$ cat src/rtl/spg_pkg.sv
package spg_pkg;

    localparam int COUNT_WIDTH_DEF = 32;
    localparam int FIELD_W         = 32;
    localparam int PW_W            = 16;
    localparam int APB_DATA_W      = 32;
    localparam int APB_ADDR_W      = 3;

    localparam logic [PW_W-1:0] HIGH_TICKS_RST = 16'd5;

    // register index, taken from paddr word bit
    localparam logic REG_HIGH_TICKS = 1'b0;

    typedef enum logic [1:0] {
        OP_TICK  = 2'd0,
        OP_START = 2'd1,
        OP_STOP  = 2'd2,
        OP_NOP   = 2'd3
    } t_op;

    typedef struct packed {
        logic [1:0]         operation;
        logic [FIELD_W-1:0] step_count;
        logic [FIELD_W-1:0] step_period;
    } t_in_item;

    typedef struct packed {
        logic step_level;
        logic busy_res;
        logic status;
        logic run_done;
    } t_out_item;

endpackage

$ cat src/rtl/spg_apb.sv
module spg_apb (
    input  logic                                i_clk,
    input  logic                                i_rst_n,
    input  logic                                psel,
    input  logic                                penable,
    input  logic                                pwrite,
    input  logic [spg_pkg::APB_ADDR_W-1:0]      paddr,
    input  logic [spg_pkg::APB_DATA_W-1:0]      pwdata,
    output logic [spg_pkg::APB_DATA_W-1:0]      prdata,
    output logic                                pready,
    output logic [spg_pkg::PW_W-1:0]            o_high_ticks
);
    import spg_pkg::*;

    logic [PW_W-1:0] r_high_ticks;
    logic [PW_W-1:0] n_high_ticks;
    logic            w_wr;

    assign pready = 1'b1;
    assign w_wr   = psel && penable && pwrite && pready;

    always_comb begin
        n_high_ticks = r_high_ticks;
        prdata       = '0;
        unique case (paddr[2])
            REG_HIGH_TICKS: begin
                prdata = APB_DATA_W'(r_high_ticks);
                if (w_wr) begin
                    n_high_ticks = pwdata[PW_W-1:0];
                end
            end
            default: begin
                prdata = '0;
            end
        endcase
    end

    always_ff @(posedge i_clk) begin
        if (!i_rst_n) begin
            r_high_ticks <= HIGH_TICKS_RST;
        end else begin
            r_high_ticks <= n_high_ticks;
        end
    end

    assign o_high_ticks = r_high_ticks;

endmodule

$ cat src/rtl/spg_core.sv
module spg_core #(
    parameter int COUNT_WIDTH = spg_pkg::COUNT_WIDTH_DEF
) (
    input  logic                      i_clk,
    input  logic                      i_rst_n,
    input  logic                      i_step,
    input  spg_pkg::t_in_item         i_item,
    input  logic [spg_pkg::PW_W-1:0]  i_high_ticks,
    output spg_pkg::t_out_item        o_result
);
    import spg_pkg::*;

    localparam int CW    = COUNT_WIDTH;
    localparam int CMP_W = (CW > PW_W) ? CW : PW_W;

    logic          r_running,  n_running;
    logic          r_line_high, n_line_high;
    logic [CW-1:0] r_pulses_left, n_pulses_left;
    logic [CW-1:0] r_period_held, n_period_held;
    logic [CW-1:0] r_ticks_to_edge, n_ticks_to_edge;

    logic [CW-1:0]    w_count;
    logic [CW-1:0]    w_period;
    logic [CW-1:0]    w_pw_cnt;
    logic [CMP_W-1:0] w_pw_cmp;
    logic [CMP_W-1:0] w_period_cmp;
    logic [CMP_W-1:0] w_held_cmp;
    logic [CW-1:0]    w_low_time;
    logic [CW-1:0]    w_pl_dec;
    logic             w_reject;
    logic             w_status;
    logic             w_done;

    assign w_count      = i_item.step_count[CW-1:0];
    assign w_period     = i_item.step_period[CW-1:0];
    assign w_pw_cnt     = CW'(i_high_ticks);
    assign w_pw_cmp     = CMP_W'(i_high_ticks);
    assign w_period_cmp = CMP_W'(w_period);
    assign w_held_cmp   = CMP_W'(r_period_held);
    assign w_reject     = (w_count == '0) || (w_period_cmp <= w_pw_cmp);
    // low time floors at one tick if the width was raised to or past the period
    assign w_low_time   = (w_held_cmp > w_pw_cmp) ? CW'(w_held_cmp - w_pw_cmp) : CW'(1);
    assign w_pl_dec     = (r_pulses_left != '0) ? (r_pulses_left - CW'(1)) : r_pulses_left;

    always_comb begin
        n_running       = r_running;
        n_line_high     = r_line_high;
        n_pulses_left   = r_pulses_left;
        n_period_held   = r_period_held;
        n_ticks_to_edge = r_ticks_to_edge;
        w_status        = 1'b0;
        w_done          = 1'b0;
        if (i_step) begin
            case (i_item.operation)
                OP_TICK: begin
                    if (r_running) begin
                        if (r_ticks_to_edge > CW'(1)) begin
                            n_ticks_to_edge = r_ticks_to_edge - CW'(1);
                        end else if (!r_line_high) begin
                            n_line_high     = 1'b1;
                            n_ticks_to_edge = w_pw_cnt;
                        end else begin
                            n_line_high   = 1'b0;
                            n_pulses_left = w_pl_dec;
                            if (w_pl_dec == '0) begin
                                n_running       = 1'b0;
                                n_ticks_to_edge = '0;
                                w_done          = 1'b1;
                            end else begin
                                n_ticks_to_edge = w_low_time;
                            end
                        end
                    end
                end
                OP_START: begin
                    if (w_reject) begin
                        w_status = 1'b1;
                    end else begin
                        n_pulses_left   = w_count;
                        n_period_held   = w_period;
                        n_line_high     = 1'b0;
                        n_running       = 1'b1;
                        n_ticks_to_edge = w_pw_cnt;
                    end
                end
                OP_STOP: begin
                    n_running       = 1'b0;
                    n_line_high     = 1'b0;
                    n_pulses_left   = '0;
                    n_ticks_to_edge = '0;
                end
                default: begin
                    n_running = r_running;
                end
            endcase
        end
    end

    always_ff @(posedge i_clk) begin
        if (!i_rst_n) begin
            r_running       <= 1'b0;
            r_line_high     <= 1'b0;
            r_pulses_left   <= '0;
            r_period_held   <= '0;
            r_ticks_to_edge <= '0;
        end else begin
            r_running       <= n_running;
            r_line_high     <= n_line_high;
            r_pulses_left   <= n_pulses_left;
            r_period_held   <= n_period_held;
            r_ticks_to_edge <= n_ticks_to_edge;
        end
    end

    assign o_result.step_level = n_line_high;
    assign o_result.busy_res   = n_running;
    assign o_result.status     = w_status;
    assign o_result.run_done   = w_done;

`ifndef SYNTH
    a_line_only_when_running: assert property (@(posedge i_clk) disable iff (!i_rst_n)
        (r_running || !r_line_high))
        else $error("step line high with no run in progress");

    a_done_ends_run: assert property (@(posedge i_clk) disable iff (!i_rst_n)
        (i_step && w_done) |=> (!r_running && !r_line_high && r_pulses_left == '0))
        else $error("run still active after final edge");

    a_reject_keeps_state: assert property (@(posedge i_clk) disable iff (!i_rst_n)
        (i_step && w_status) |=> ($stable(r_running) && $stable(r_pulses_left)
            && $stable(r_period_held) && $stable(r_ticks_to_edge)))
        else $error("rejected start changed run state");
`endif

endmodule

$ cat src/rtl/step_pulse_train_generator.sv
// Datapath: an accepted item is held in the input register; its result is then
//   registered into the output register once that is free, which raises o_out_valid.
// Throughput: one item per cycle while i_out_ready keeps the output free; the input
//   and result registers let a new item in while a result waits for i_out_ready.
// Reset (synchronous, active low): run idle, line low, counters zero, high time 5 ticks.
module step_pulse_train_generator #(
    parameter int COUNT_WIDTH = spg_pkg::COUNT_WIDTH_DEF
) (
    input  logic                                i_clk,
    input  logic                                i_rst_n,
    input  logic                                i_in_valid,
    output logic                                o_in_ready,
    input  spg_pkg::t_in_item                   i_in_item,
    output logic                                o_out_valid,
    input  logic                                i_out_ready,
    output spg_pkg::t_out_item                  o_out_item,
    input  logic                                psel,
    input  logic                                penable,
    input  logic                                pwrite,
    input  logic [spg_pkg::APB_ADDR_W-1:0]      paddr,
    input  logic [spg_pkg::APB_DATA_W-1:0]      pwdata,
    output logic [spg_pkg::APB_DATA_W-1:0]      prdata,
    output logic                                pready
);
    import spg_pkg::*;

    logic            r_in_valid;
    t_in_item        r_in_item;
    logic            r_out_valid;
    t_out_item       r_out_item;
    logic            w_out_free;
    logic            w_adv;
    logic [PW_W-1:0] w_high_ticks;
    t_out_item       w_result;

    assign w_out_free = !r_out_valid || i_out_ready;
    assign w_adv      = r_in_valid && w_out_free;
    assign o_in_ready = !r_in_valid || w_out_free;

    spg_apb u_apb (
        .i_clk        (i_clk),
        .i_rst_n      (i_rst_n),
        .psel         (psel),
        .penable      (penable),
        .pwrite       (pwrite),
        .paddr        (paddr),
        .pwdata       (pwdata),
        .prdata       (prdata),
        .pready       (pready),
        .o_high_ticks (w_high_ticks)
    );

    spg_core #(
        .COUNT_WIDTH (COUNT_WIDTH)
    ) u_core (
        .i_clk        (i_clk),
        .i_rst_n      (i_rst_n),
        .i_step       (w_adv),
        .i_item       (r_in_item),
        .i_high_ticks (w_high_ticks),
        .o_result     (w_result)
    );

    always_ff @(posedge i_clk) begin
        if (!i_rst_n) begin
            r_in_valid  <= 1'b0;
            r_out_valid <= 1'b0;
        end else begin
            if (o_in_ready) begin
                r_in_valid <= i_in_valid;
            end
            if (w_adv) begin
                r_out_valid <= 1'b1;
            end else if (i_out_ready) begin
                r_out_valid <= 1'b0;
            end
        end
    end

    always_ff @(posedge i_clk) begin
        if (o_in_ready && i_in_valid) begin
            r_in_item <= i_in_item;
        end
        if (w_adv) begin
            r_out_item <= w_result;
        end
    end

    assign o_out_valid = r_out_valid;
    assign o_out_item  = r_out_item;

endmodule
$ cat config.mk
export PLATFORM = sky130hd
export DESIGN_NAME = step_pulse_train_generator
export DESIGN_NICKNAME = d
export VERILOG_FILES = /design/src/rtl/spg_pkg.sv /design/src/rtl/spg_apb.sv /design/src/rtl/spg_core.sv /design/src/rtl/step_pulse_train_generator.sv
export SDC_FILE = /design/constraint.sdc
export NUM_CORES = 1
export LEC_CHECK = 0
export BUFFER_PORTS_ARGS = -buffer_cell sky130_fd_sc_hd__buf_2
export CAP_MARGIN = 20
export CORE_ASPECT_RATIO = 1.4
export CORE_UTILIZATION = 46
export CTS_CLUSTER_SIZE = 40
export DETAILED_ROUTE_END_ITERATION = 7
export PLACE_DENSITY = 0.66
export SETUP_SLACK_MARGIN = 0.1
export SYNTH_ARGS = -nofsm -noshare
export SYNTH_HDL_FRONTEND = slang
export SYNTH_SLANG_ARGS = --single-unit
export TNS_END_PERCENT = 1
$ cat constraint.sdc
create_clock -name i_clk -period 5.15 [get_ports i_clk]
set_clock_uncertainty 0.1 [all_clocks]
set_input_delay 0.2575 -clock i_clk [delete_from_list [all_inputs] [get_ports i_clk]]
set_output_delay 0.2575 -clock i_clk [all_outputs]
set_load 0.01 [all_outputs]
=== Word-level counts from Yosys, hierarchy flattened ===
Index checks and enable logic that the tools add are counted.

* Output and inout bits: 39
* Bits in latches: 0
* Word-level logic and storage cells: 83
* Memories kept: 0
* Bits of input ports: 108
* Bits in writable memories: 0
* Register bits: 186
* Memory bits (read-only): 0

* Mux-type cells: 31
* Div/mod/pow operators: 0
* Bitwise gates (word level): 5
* Shift operators: 0
* Multipliers: 0
* Reductions and logical operators: 20
* $lt $le $gt $ge: 3
* Equality and inequality tests: 6
* Add/sub/neg operators: 3

{| class="wikitable"
|+ Operators with widths
! operator !! number
|-
| 2-to-1 mux 32 bit || 11
|-
| one-hot mux 32 bit (3 select lines) || 2
|-
| zero test 32 bit || 2
|-
| subtractor 32 x 1 -> 32 bit (second input constant) || 2
|-
| > comparator 32 x 1 -> 1 bit (second input constant) || 1
|-
| > comparator 32 x 16 -> 1 bit || 1
|-
| less-or-equal comparator 32 x 16 -> 1 bit || 1
|-
| nonzero test 32 bit || 1
|-
| subtractor 32 x 16 -> 32 bit || 1
|-
| 2-to-1 mux 16 bit || 1
|-
| 2-to-1 mux 1 bit || 15
|-
| one-hot mux 1 bit (3 select lines) || 2
|-
| AND reduction 6 bit || 1
|-
| NOT 1 bit || 5
|-
| logical AND 1 bit || 4
|-
| inequality test 2 x 1 -> 1 bit (second input constant) || 2
|-
| inequality test 2 bit (second input constant) || 2
|-
| AND reduction 4 bit || 1
|-
| OR reduction 4 bit || 1
|-
| logical OR 1 bit || 3
|-
| AND reduction 3 bit || 1
|-
| nonzero test 3 bit || 1
|-
| == test 2 x 1 -> 1 bit (second input constant) || 1
|-
| == test 2 bit (second input constant) || 1
|-
| other kinds (4) || 5
|}

=== Longest topological paths before layout ===
Gate-level depths: netlist of the first run.

* Depth in word-level cells: 9
* Gate-level depth with buffers: 15
* Gate-level depth less buffers: 13

=== Cells and area by module ===
Synthesis of the first run repeated with hierarchy kept, for this count alone.

* Cells, all modules: 1280
* Area, all modules: 11184.5 um^2

{| class="wikitable"
|+ Modules (own cells, without submodules)
! module !! sequential area each (um^2) !! area each (um^2) !! instances !! cells an instance
|-
| spg_core || 1961.9 || 8061.5 || 1 || 1095
|-
| step_pulse_train_generator || 2142.1 || 2205.9 || 1 || 79
|-
| spg_apb || 320.3 || 917.1 || 1 || 106
|}

=== Worst setup path after synthesis of the first run ===
No wires, ideal clock.

* Path kind: reg2reg
* From: register u_core.r_pulses_left[0]
* To: register u_core.r_ticks_to_edge[15]
* Buffers on the path: 1
* Library setup time: 117 ps
* Period minus slack after synthesis: 3580 ps
* Setup slack: 1570 ps
* Cell stages (with the launch flop): 13
* Arrival: 3363 ps
* Cell sequence: dfxtp_1 clkbuf_1 inv_1 ha_1 nor3b_1 nand4_1 o311ai_2 xor2_1 nand3_1 or4_1 o211a_1 a221o_1 a32o_1

* Word-level cells in the longest chain between the ends: 8
* Elaborated cells between the ends (all ways): 9
* Classes of those cells: 1 x add/sub; 6 x mux; 2 x reduce/logical

{| class="wikitable"
|+ RTL lines
! what !! RTL line !! source
|-
| start, declared || spg_core.sv:18 || <nowiki>logic [CW-1:0] r_pulses_left, n_pulses_left;</nowiki>
|-
| start signal, assigned || spg_core.sv:109 || <nowiki>r_pulses_left <= n_pulses_left;</nowiki>
|-
| subtractor 32 x 1 -> 32 bit / nonzero test 32 bit (equally long branches) || spg_core.sv:43 || <nowiki>assign w_pl_dec = (r_pulses_left != '0) ? (r_pulses_left - CW'(1)) : r_pulses_left;</nowiki>
|-
| 2-to-1 mux 32 bit * || spg_core.sv:43 ||
|-
| zero test 32 bit * || spg_core.sv:65 || <nowiki>if (w_pl_dec == '0) begin</nowiki>
|-
| 2-to-1 mux 32 bit * || spg_core.sv:65 ||
|-
| 2-to-1 mux 32 bit * || spg_core.sv:59 || <nowiki>end else if (!r_line_high) begin</nowiki>
|-
| 2-to-1 mux 32 bit * || spg_core.sv:57 || <nowiki>if (r_ticks_to_edge > CW'(1)) begin</nowiki>
|-
| 2-to-1 mux 32 bit * || spg_core.sv:56 || <nowiki>if (r_running) begin</nowiki>
|-
| one-hot mux 32 bit (3 select lines) * || spg_core.sv:54 || <nowiki>case (i_item.operation)</nowiki>
|-
| end signal, assigned || spg_core.sv:111 || <nowiki>r_ticks_to_edge <= n_ticks_to_edge;</nowiki>
|-
| end, declared || spg_core.sv:20 || <nowiki>logic [CW-1:0] r_ticks_to_edge, n_ticks_to_edge;</nowiki>
|}

Mark *: on every way between the ends. The rest lies on a longest branch, timed or not. The select of a mux whose other input is x is not followed.
A chain may end at the register's enable or synchronous reset.

=== Worst setup path in the final report of the first run ===
* From: register u_core.r_pulses_left[8]
* To: register u_core.r_ticks_to_edge[15]

The elaborated chain is that of the path after synthesis.

==> flow_metrics.env, run 1 <==
export IMPL_status="complete, no violations"
export IMPL_min_period_ns=4.57
export IMPL_clkSlewWorstSetupHoldPaths_ns=0.07
export IMPL_setup_violations=0
export IMPL_instances_no_fill=1725
export IMPL_finalSetupTns_ns=0
export IMPL_drc=0
export IMPL_cap_violations=0
export IMPL_timing_hold_ws_ns=0.264
export IMPL_grt_pass1_vias=9945
export IMPL_worstMarginPinSlew_ns=1.17
export IMPL_final_common_cell="nor2_1"
export IMPL_synth_edf_count=70
export IMPL_vias=10100
export IMPL_final_nets=1559
export IMPL_cts_tree="built"
export IMPL_dp_slack_ns=0.679
export IMPL_yosysSeqAreaShare=0.410
export IMPL_grt_max_degree=76
export IMPL_critical_path_endpoint_type="flop"
export IMPL_fillers=2120
export IMPL_rows=65
export IMPL_via_per_inst=5.83
export IMPL_synth_cell_types=73
export IMPL_start_util=0.474
export IMPL_firstDrtPassIters=5
export IMPL_gr_usage_met2=0.498
export IMPL_p_leak_nw=5.13
export IMPL_crit_arrival_ns=4.82
export IMPL_io_buffers=111
export IMPL_yosys_most_used_dff="dfxtp_1"
export IMPL_synth_cells=1256
export IMPL_critPathKind="flop to flop"
export IMPL_timing_final_crit_share=0.888
export IMPL_dp_cells=1608
export IMPL_coreArea_um2=22800
export IMPL_netlist_area_um2=10800
export IMPL_final_util=0.567
export IMPL_groute_layer_met3_usage=0.0387
export IMPL_p_per_area_nw_per_um2=401
export IMPL_clock_latency_ns=0.45
export IMPL_cts_path_max_buffers=2
export IMPL_ys_ff_latch=186
export IMPL_die_area_um2=24100
export IMPL_dieHeight_um=183
export IMPL_yosysWarnings=0
export IMPL_areaGrowthSynthToFinish_pct=19.7
export IMPL_dr_first_iter_drc_count=537
export IMPL_antenna_found_initial=0
export IMPL_grt_pass1_wl_um=50700
export IMPL_wirelength_um=31600
export IMPL_synth_avg_cell_area_um2=8.59
export IMPL_worstPathRequired_ns=5.39
export IMPL_cp_max_fo=19
export IMPL_hold_buffers=84
export IMPL_drv_slew=0
export IMPL_ioPinCount=147
export IMPL_clock_fmax_ghz=0.219
export IMPL_globalRoute_totalOverflow=0
export IMPL_hold_viol=0
export IMPL_clockRootBuffer="clkbuf_16"
export IMPL_rsz0062_at_grt="false"
export IMPL_layout_common_cells="nor2_1, nand2_1, dfxtp_1"
export IMPL_drive_gt1_frac=0.126
export IMPL_critPathLaunchType="flop"
export IMPL_place_hpwl_um=22400
export IMPL_clock_sinks=186
export IMPL_hold_class="primary input to flop"
export IMPL_synthArstFlopShare=0
export IMPL_irDropWorstVdd_uv=506
export IMPL_gp_routability_congestion=0.955
export IMPL_avgRoutedWirePerCell_um=18.3
export IMPL_post_cts_buffers=0
export IMPL_grt_util_met1=0.276
export IMPL_ant_nets=0
export IMPL_cts_resized=0
export IMPL_numCtsBuffers=17
export IMPL_worst_slack_ns=0.577
export IMPL_diodes=0
export IMPL_top_usage_layer="met2"
export IMPL_slew_headroom=0.219
export IMPL_die_w_um=131
export IMPL_htreeDepth=4
export IMPL_grtUsageTotal=0.268
## cell families after synthesis
group,share of synthesized area
fa+ha+maj,0.0471
buf+inv,0.0545
other cells,0.000696
xor+xnor,0.0382
simple gates,0.221
compound gates,0.199
flops,0.410
mux,0.0297
## layer usage
layer,part of all wire,vias up,routed length (um)
li1,-,4925,-
met1,0.38,4728,11900
met2,0.53,295,16600
met3,0.033,115,1040
met4,0.064,0,2020
met5,0,-,0
## power breakdown
part	total, mW	internal (mW)	switching, mW
Sequential	1.80	1.66	0.142
Clock	1.27	0.658	0.611
Combinational	2.11	0.789	1.32
Total	5.18	3.10	2.07
## critical path, stage by stage, from the launching register on
cell and delay [ns]:
dfxtp_1 0.42, nor4_1 0.60, and4_1 0.60, nand3_1 0.46
a31oi_1 0.40, nand3_1 0.12, or4_1 0.59, o211a_1 0.53
a221o_1 0.39, a32o_1 0.25
## flip-flops by register name, indices dropped and copies added (netlist names)
signal                  count
r_in_item                  66
u_core.r_period_held       32
u_core.r_pulses_left       32
u_core.r_ticks_to_edge     32
u_apb.o_high_ticks         16
o_out_item                  4
o_out_valid                 1
r_in_valid                  1
u_core.r_line_high          1
u_core.r_running            1
## Yosys cell counts (13+ instances only)
master / number / area (um2)
a211oi_1: 28 / 210
a21oi_1: 105 / 526
a221oi_1: 17 / 149
a31oi_1: 19 / 119
buf_4: 19 / 143
clkbuf_1: 65 / 244
dfxtp_1: 116 / 2320
edfxtp_1: 70 / 2100
ha_1: 39 / 488
inv_1: 38 / 143
mux2i_1: 32 / 320
nand2_1: 116 / 435
nand3_1: 21 / 105
nand4_1: 18 / 113
nor2_1: 159 / 597
nor3_1: 57 / 285
nor4_1: 34 / 213
o211ai_1: 13 / 97.6
o21ai_0: 53 / 265
or3_1: 13 / 81.3
or4_1: 16 / 120
xnor2_1: 20 / 175
xor2_1: 27 / 236
## through the flow
| step | total power, mW | cell area [um2] |
|---|---|---|
| after detailed placement | 3.84 | 11500 |
| after global placement | 3.83 | 11500 |
| after floorplan | 3.31 | 10800 |
| after global routing | 5.49 | 12900 |
| final | 5.18 | 12900 |
| after CTS | 5.17 | 12900 |
## layout make-up
| cell class | count | area [um2] | area share |
|---|---|---|---|
| multi-input combinational | 952 | 5860 | 0.454 |
| sequential | 186 | 4420 | 0.343 |
| timing repair buffer | 215 | 1540 | 0.120 |
| clock buffer | 20 | 457 | 0.0354 |
| tap | 301 | 377 | 0.0292 |
| inverter | 39 | 146 | 0.0113 |
| clock inverter | 12 | 105 | 0.00814 |
## path summary, 6_finish.rpt
| path | from | endpoint | slack, ns | cells after the start |
|---|---|---|---|---|
| worst max-delay path | u_core.r_pulses_left[8] | u_core.r_ticks_to_edge[15] | 0.58 | 9 |
| worst max register to register | u_core.r_pulses_left[8] | u_core.r_ticks_to_edge[15] | 0.58 | 9 |
| worst min-delay path | i_rst_n | u_apb.o_high_ticks[2] | 0.26 | 2 |
| worst min register to register | u_core.r_pulses_left[31] | u_core.r_pulses_left[31] | 0.38 | 2 |
Power figures use the tool's default switching activity.
==> run 2, diff against run 1 <==
- CELL_PAD_IN_SITES_DETAIL_PLACEMENT: not set -> 2
- CELL_PAD_IN_SITES_GLOBAL_PLACEMENT: not set -> 2
- CORE_UTILIZATION: 46 -> 35
- PLACE_DENSITY: 0.66 -> not set
- PLACE_DENSITY_LB_ADDON: not set -> 0.1
==> flow_metrics.env, run 2 (synthesized netlist as in run 1, its figures left out) <==
export IMPL_drc=0
export IMPL_cts_path_max_buffers=2
export IMPL_drive_gt1_frac=0.133
export IMPL_io_buffers=111
export IMPL_grt_pass1_vias=11400
export IMPL_cts_tree="built"
export IMPL_p_seq_frac=0.330
export IMPL_rsz0062_at_grt="false"
export IMPL_gp_routability_congestion=0.873
export IMPL_reg2reg_to="u_core.r_ticks_to_edge[15]"
export IMPL_cp_max_fo=16
export IMPL_cp_top_family="simple AND/OR/NAND/NOR gates"
export IMPL_clkPwrFrac=0.258
export IMPL_critPathLaunchType="flop"
export IMPL_timing_final_crit_share=0.863
export IMPL_switching_power_mw=2.34
export IMPL_min_path_cells=4
export IMPL_numCtsBuffers=17
export IMPL_areaGrowthSynthToFinish_pct=22.0
export IMPL_hold_class="primary input to flop"
export IMPL_cap_violations=0
export IMPL_firstDrtPassIters=4
export IMPL_clock_fmax_ghz=0.225
export IMPL_worstMarginPinSlew_ns=0.922
export IMPL_clkSlewWorstSetupHoldPaths_ns=0.09
export IMPL_clock_latency_ns=0.47
export IMPL_cp_slowest_cell="nor4_1"
export IMPL_r2r_slack_ns=0.71
export IMPL_setup_violations=0
export IMPL_worstPathRequired_ns=5.41
export IMPL_largest_register_ffs=66
export IMPL_avgRoutedWirePerCell_um=22.5
export IMPL_min_period_ns=4.44
export IMPL_final_util=0.437
export IMPL_die_area_um2=31500
export IMPL_final_common_cell="nor2_1"
export IMPL_rows=75
export IMPL_critPathKind="flop to flop"
export IMPL_ioPinCount=147
export IMPL_irDropWorstVdd_uv=235
export IMPL_drv_slew=0
export IMPL_r2r_start="u_core.r_pulses_left[8]"
export IMPL_final_nets=1566
export IMPL_dr_first_iter_drc_count=314
export IMPL_dp_slack_ns=0.714
export IMPL_wirelength_um=40900
export IMPL_critical_path_endpoint_type="flop"
export IMPL_dieHeight_um=210
export IMPL_via_per_inst=5.70
export IMPL_vias=10300
export IMPL_p_int_mw=3.15
export IMPL_p_leak_nw=5.20
export IMPL_crit_arrival_ns=4.71
export IMPL_slowest_delay_ns=0.72
export IMPL_layout_common_cells="nor2_1, nand2_1, dfxtp_1"
export IMPL_path_cells="nor4_1 > and4_1 > nand3_1 > a22oi_1 > o211ai_1 > or4_1 > o211a_1 > a221o_1 > a32o_1"
export IMPL_grtUsageTotal=0.270
export IMPL_coreArea_um2=30100
export IMPL_grt_max_degree=58
export IMPL_worst_slack_ns=0.706
export IMPL_diodes=0
export IMPL_place_hpwl_um=29300
export IMPL_setup_worst_path_start="u_core.r_pulses_left[8]"
export IMPL_status="complete, no violations"
export IMPL_htreeDepth=4
export IMPL_finalSetupTns_ns=0
export IMPL_hold_start="i_out_ready"
export IMPL_hold_viol=0
export IMPL_reg2reg_depth=9
export IMPL_largest_register="r_in_item"
export IMPL_slew_headroom=0.382
export IMPL_critPathBufInv=0
export IMPL_ant_nets=0
export IMPL_antenna_found_initial=0
export IMPL_post_cts_buffers=0
export IMPL_clock_sinks=186
export IMPL_grt_pass1_wl_um=64400
export IMPL_die_w_um=150
export IMPL_clockRootBuffer="clkbuf_16"
export IMPL_start_util=0.358
export IMPL_fin_area_um2=13200
export IMPL_globalRoute_totalOverflow=0
export IMPL_min_to="o_out_valid"
export IMPL_p_comb_frac=0.412
export IMPL_switching_share=0.426
export IMPL_placed_area_um2=11700
export IMPL_p_per_area_nw_per_um2=417
export IMPL_timing_hold_ws_ns=0.0499
run 2: cell types whose count changed in the layout (fill, tap and decap cells not counted), sizes merged:
cell	previous run	this run
clkinvlp	4	0
clkbuf	20	17
clkdlybuf4s18	0	1
buf	131	138
inv	46	47
clkinv	1	7
dlygate4sd3	84	83
run 2: cell type report:
type,count,area [um2]
inverters,39,146
well taps,385,482
flip-flops and latches,186,4420
repair buffers,222,1600
clock inverters,15,211
fillers,3310,17000
clock buffers,17,425
multi-input cells,952,5870
run 2: what timing repair did:
action | 4_1_cts | 5_1_grt
hold buffers | 83 | 0
gates resized for setup | 0 | 0
hold endpoints to repair | 83 | 0
run 2: how the worst max path moves through the flow:
stage                                      end  slack, ns  cells past startpoint
global route        u_core.r_ticks_to_edge[16]       0.44                     11
finish              u_core.r_ticks_to_edge[15]       0.71                      9
floorplan           u_core.r_ticks_to_edge[15]       1.57                     12
detailed placement  u_core.r_ticks_to_edge[16]       0.71                     10
global placement    u_core.r_ticks_to_edge[15]       0.78                      9
CTS                 u_core.r_ticks_to_edge[16]       0.66                     10
run 2: power by group through the flow:
| stage | registers, mW | logic (mW) | clock network (mW) |
|---|---|---|---|
| detailed placement | 1.84 | 2.21 | 0 |
| floorplan | 1.77 | 1.54 | 0 |
| global route | 1.83 | 2.50 | 1.49 |
| global placement | 1.83 | 2.14 | 0 |
| CTS | 1.81 | 2.27 | 1.44 |
| finish | 1.81 | 2.26 | 1.42 |
run 2: worst min-delay path: stages:
cell and delay, ns:
buf_2 0.08, nor2b_1 0.07, nor2_1 0.10, nor2_1 0.06
run 2: metal layers:
layer	vias up	track usage	routed length [um]
li1	4927	-	-
met1	5201	0.278	15600
met2	150	0.531	23200
met3	70	0.0339	762
met4	0	0.110	1410
met5	-	0	0
run 2: metrics by stage:
stage          power, mW  instances
6_report            5.49       1816
5_1_grt             5.81       1816
4_1_cts             5.52       1816
3_5_place_dp        4.05       1701
3_3_place_gp        3.98       1700
2_1_floorplan       3.31       1271
==> run 3, diff against run 2 <==
--- a/config.mk
+++ b/config.mk
@@ -15,3 +15,3 @@
 export DETAILED_ROUTE_END_ITERATION = 7
-export PLACE_DENSITY_LB_ADDON = 0.1
+export PLACE_DENSITY = 0.83
 export SETUP_SLACK_MARGIN = 0.1
==> constraint.sdc (replaced) <==
create_clock -name i_clk -period 5.15 [get_ports i_clk]
set_clock_uncertainty 0.1 [all_clocks]
set_input_delay 1.2875 -clock i_clk [delete_from_list [all_inputs] [get_ports i_clk]]
set_output_delay 1.2875 -clock i_clk [all_outputs]
set_load 0.01 [all_outputs]
==> flow_metrics.env, run 3 (synthesized netlist as in run 1, its figures left out) <==
export IMPL_p_per_area_nw_per_um2=441
export IMPL_cts_tree="built"
export IMPL_timing_hold_ws_ns=0.411
export IMPL_final_common_cell="nor2_1"
export IMPL_irDropWorstVdd_uv=291
export IMPL_areaGrowthSynthToFinish_pct=13.7
export IMPL_hold_start="u_apb.o_high_ticks[3]"
export IMPL_clkSlewWorstSetupHoldPaths_ns=0.08
export IMPL_setup_worst_path_start="u_core.r_period_held[16]"
export IMPL_firstDrtPassIters=5
export IMPL_ant_nets=0
export IMPL_clock_latency_ns=0.47
export IMPL_antenna_found_initial=0
export IMPL_critPathLaunchType="flop"
export IMPL_wirelength_um=40200
export IMPL_largest_register="r_in_item"
export IMPL_drc=0
export IMPL_multiInputGateArea_um2=5860
export IMPL_slowest_delay_ns=0.61
export IMPL_min_period_ns=4.53
export IMPL_htreeDepth=4
export IMPL_hold_viol=0
export IMPL_largest_register_ffs=66
export IMPL_cts_resized=0
export IMPL_placed_area_um2=11700
export IMPL_numCtsBuffers=17
export IMPL_slew_headroom=0.232
export IMPL_drv_slew=0
export IMPL_clock_fmax_ghz=0.221
export IMPL_grt_max_degree=67
export IMPL_setup_violations=0
export IMPL_die_area_um2=31500
export IMPL_io_buffers=111
export IMPL_grt_pass1_wl_um=63700
export IMPL_cp_top_family="simple AND/OR/NAND/NOR gates"
export IMPL_worstMarginPinSlew_ns=1.15
export IMPL_via_per_inst=5.88
export IMPL_coreArea_um2=30100
export IMPL_layout_common_cells="nor2_1, nand2_1, dfxtp_1"
export IMPL_die_w_um=150
export IMPL_cts_path_max_buffers=2
export IMPL_timing_final_crit_share=0.880
export IMPL_grtUsageTotal=0.266
export IMPL_dieHeight_um=210
export IMPL_rows=75
export IMPL_fin_area_um2=12300
export IMPL_critPathKind="flop to flop"
export IMPL_grt_pass1_vias=11400
export IMPL_r2r_start="u_core.r_period_held[16]"
export IMPL_hold_class="flop to flop"
export IMPL_hold_buffers=0
export IMPL_place_hpwl_um=29100
export IMPL_p_leak_nw=4.84
export IMPL_status="complete, no violations"
export IMPL_globalRoute_totalOverflow=0
export IMPL_diodes=0
export IMPL_cp_max_fo=19
export IMPL_cp_slowest_cell="or4_1"
export IMPL_clock_sinks=186
export IMPL_ioPinCount=147
export IMPL_critPathBufInv=1
export IMPL_clockRootBuffer="clkbuf_16"
export IMPL_worstPathRequired_ns=5.40
export IMPL_final_util=0.407
export IMPL_crit_arrival_ns=4.78
export IMPL_critical_path_endpoint_type="flop"
export IMPL_drive_gt1_frac=0.138
export IMPL_seqCellArea_um2=4420
export IMPL_final_nets=1481
export IMPL_rsz0062_at_grt="false"
export IMPL_path_cells="or4_1 > or3_1 > or4b_1 > or4_1 > nor3_1 > o21ai_0 > o211a_1 > buf_4 > a221oi_1 > o21ai_1"
export IMPL_avgRoutedWirePerCell_um=23.3
export IMPL_post_cts_buffers=0
export IMPL_path_common_cell="or4_1"
export IMPL_gp_routability_congestion=0.879
export IMPL_finalSetupTns_ns=0
export IMPL_fillers=3355
export IMPL_cap_violations=0
export IMPL_vias=10200
export IMPL_dr_first_iter_drc_count=342
export IMPL_start_util=0.358
## run 3: cell count changes in the layout (fill, tap and decap cells not counted), sizes merged
cell,before,now
buf,138,136
bufinv,0,1
dlygate4sd3,83,0
clkbuf,17,20
clkdlybuf4s18,1,0
clkinvlp,0,1
inv,47,48
clkinv,7,2
## run 3: metal layers
layer | global-route usage | up-vias | routed length [um]
met5 | 0 | - | 0
met4 | 0.164 | 0 | 2290
met3 | 0.0363 | 111 | 767
met2 | 0.505 | 196 | 22300
met1 | 0.266 | 5129 | 14900
li1 | - | 4750 | -
## run 3: worst register-to-register path, stage by stage (launching register included)
cell and delay [ns]:
dfxtp_1 0.39, or4_1 0.61, or3_1 0.43, or4b_1 0.60
or4_1 0.48, nor3_1 0.36, o21ai_0 0.33, o211a_1 0.42
buf_4 0.31, a221oi_1 0.26, o21ai_1 0.12
## run 3: report_power, final
| group | total, mW | internal [mW] | leakage (nW) | switching [mW] |
|---|---|---|---|---|
| registers | 1.81 | 1.66 | 1.63 | 0.156 |
| logic | 2.21 | 0.767 | 2.92 | 1.44 |
| clock network | 1.38 | 0.718 | 0.294 | 0.665 |
| total | 5.41 | 3.14 | 4.84 | 2.27 |
## run 3: cell type report
type                       count  area share
clock inverter                13      0.0119
multi-input combinational    952       0.478
inverter                      39      0.0119
timing repair buffer         137      0.0610
clock buffer                  19      0.0370
sequential                   186       0.361
tap                          385      0.0393
## run 3: per-stage QoR
| stage | power, mW | setup slack (ns) | std cells |
|---|---|---|---|
| 2_1_floorplan | 3.31 | 1.56 | 1271 |
| 3_3_place_gp | 3.92 | 0.790 | 1698 |
| 3_5_place_dp | 4.01 | 0.696 | 1698 |
| 4_1_cts | 5.43 | 0.620 | 1730 |
| 5_1_grt | 5.70 | 0.520 | 1731 |
| 6_report | 5.41 | 0.619 | 1731 |
## run 3: final timing paths
path	slack [ns]	cells after the start	end
worst max-delay path	0.62	10	u_core.r_ticks_to_edge[14]
worst min register to register	0.41	2	u_apb.o_high_ticks[3]
worst max register to register	0.62	10	u_core.r_ticks_to_edge[14]
worst min-delay path	0.41	2	u_apb.o_high_ticks[3]
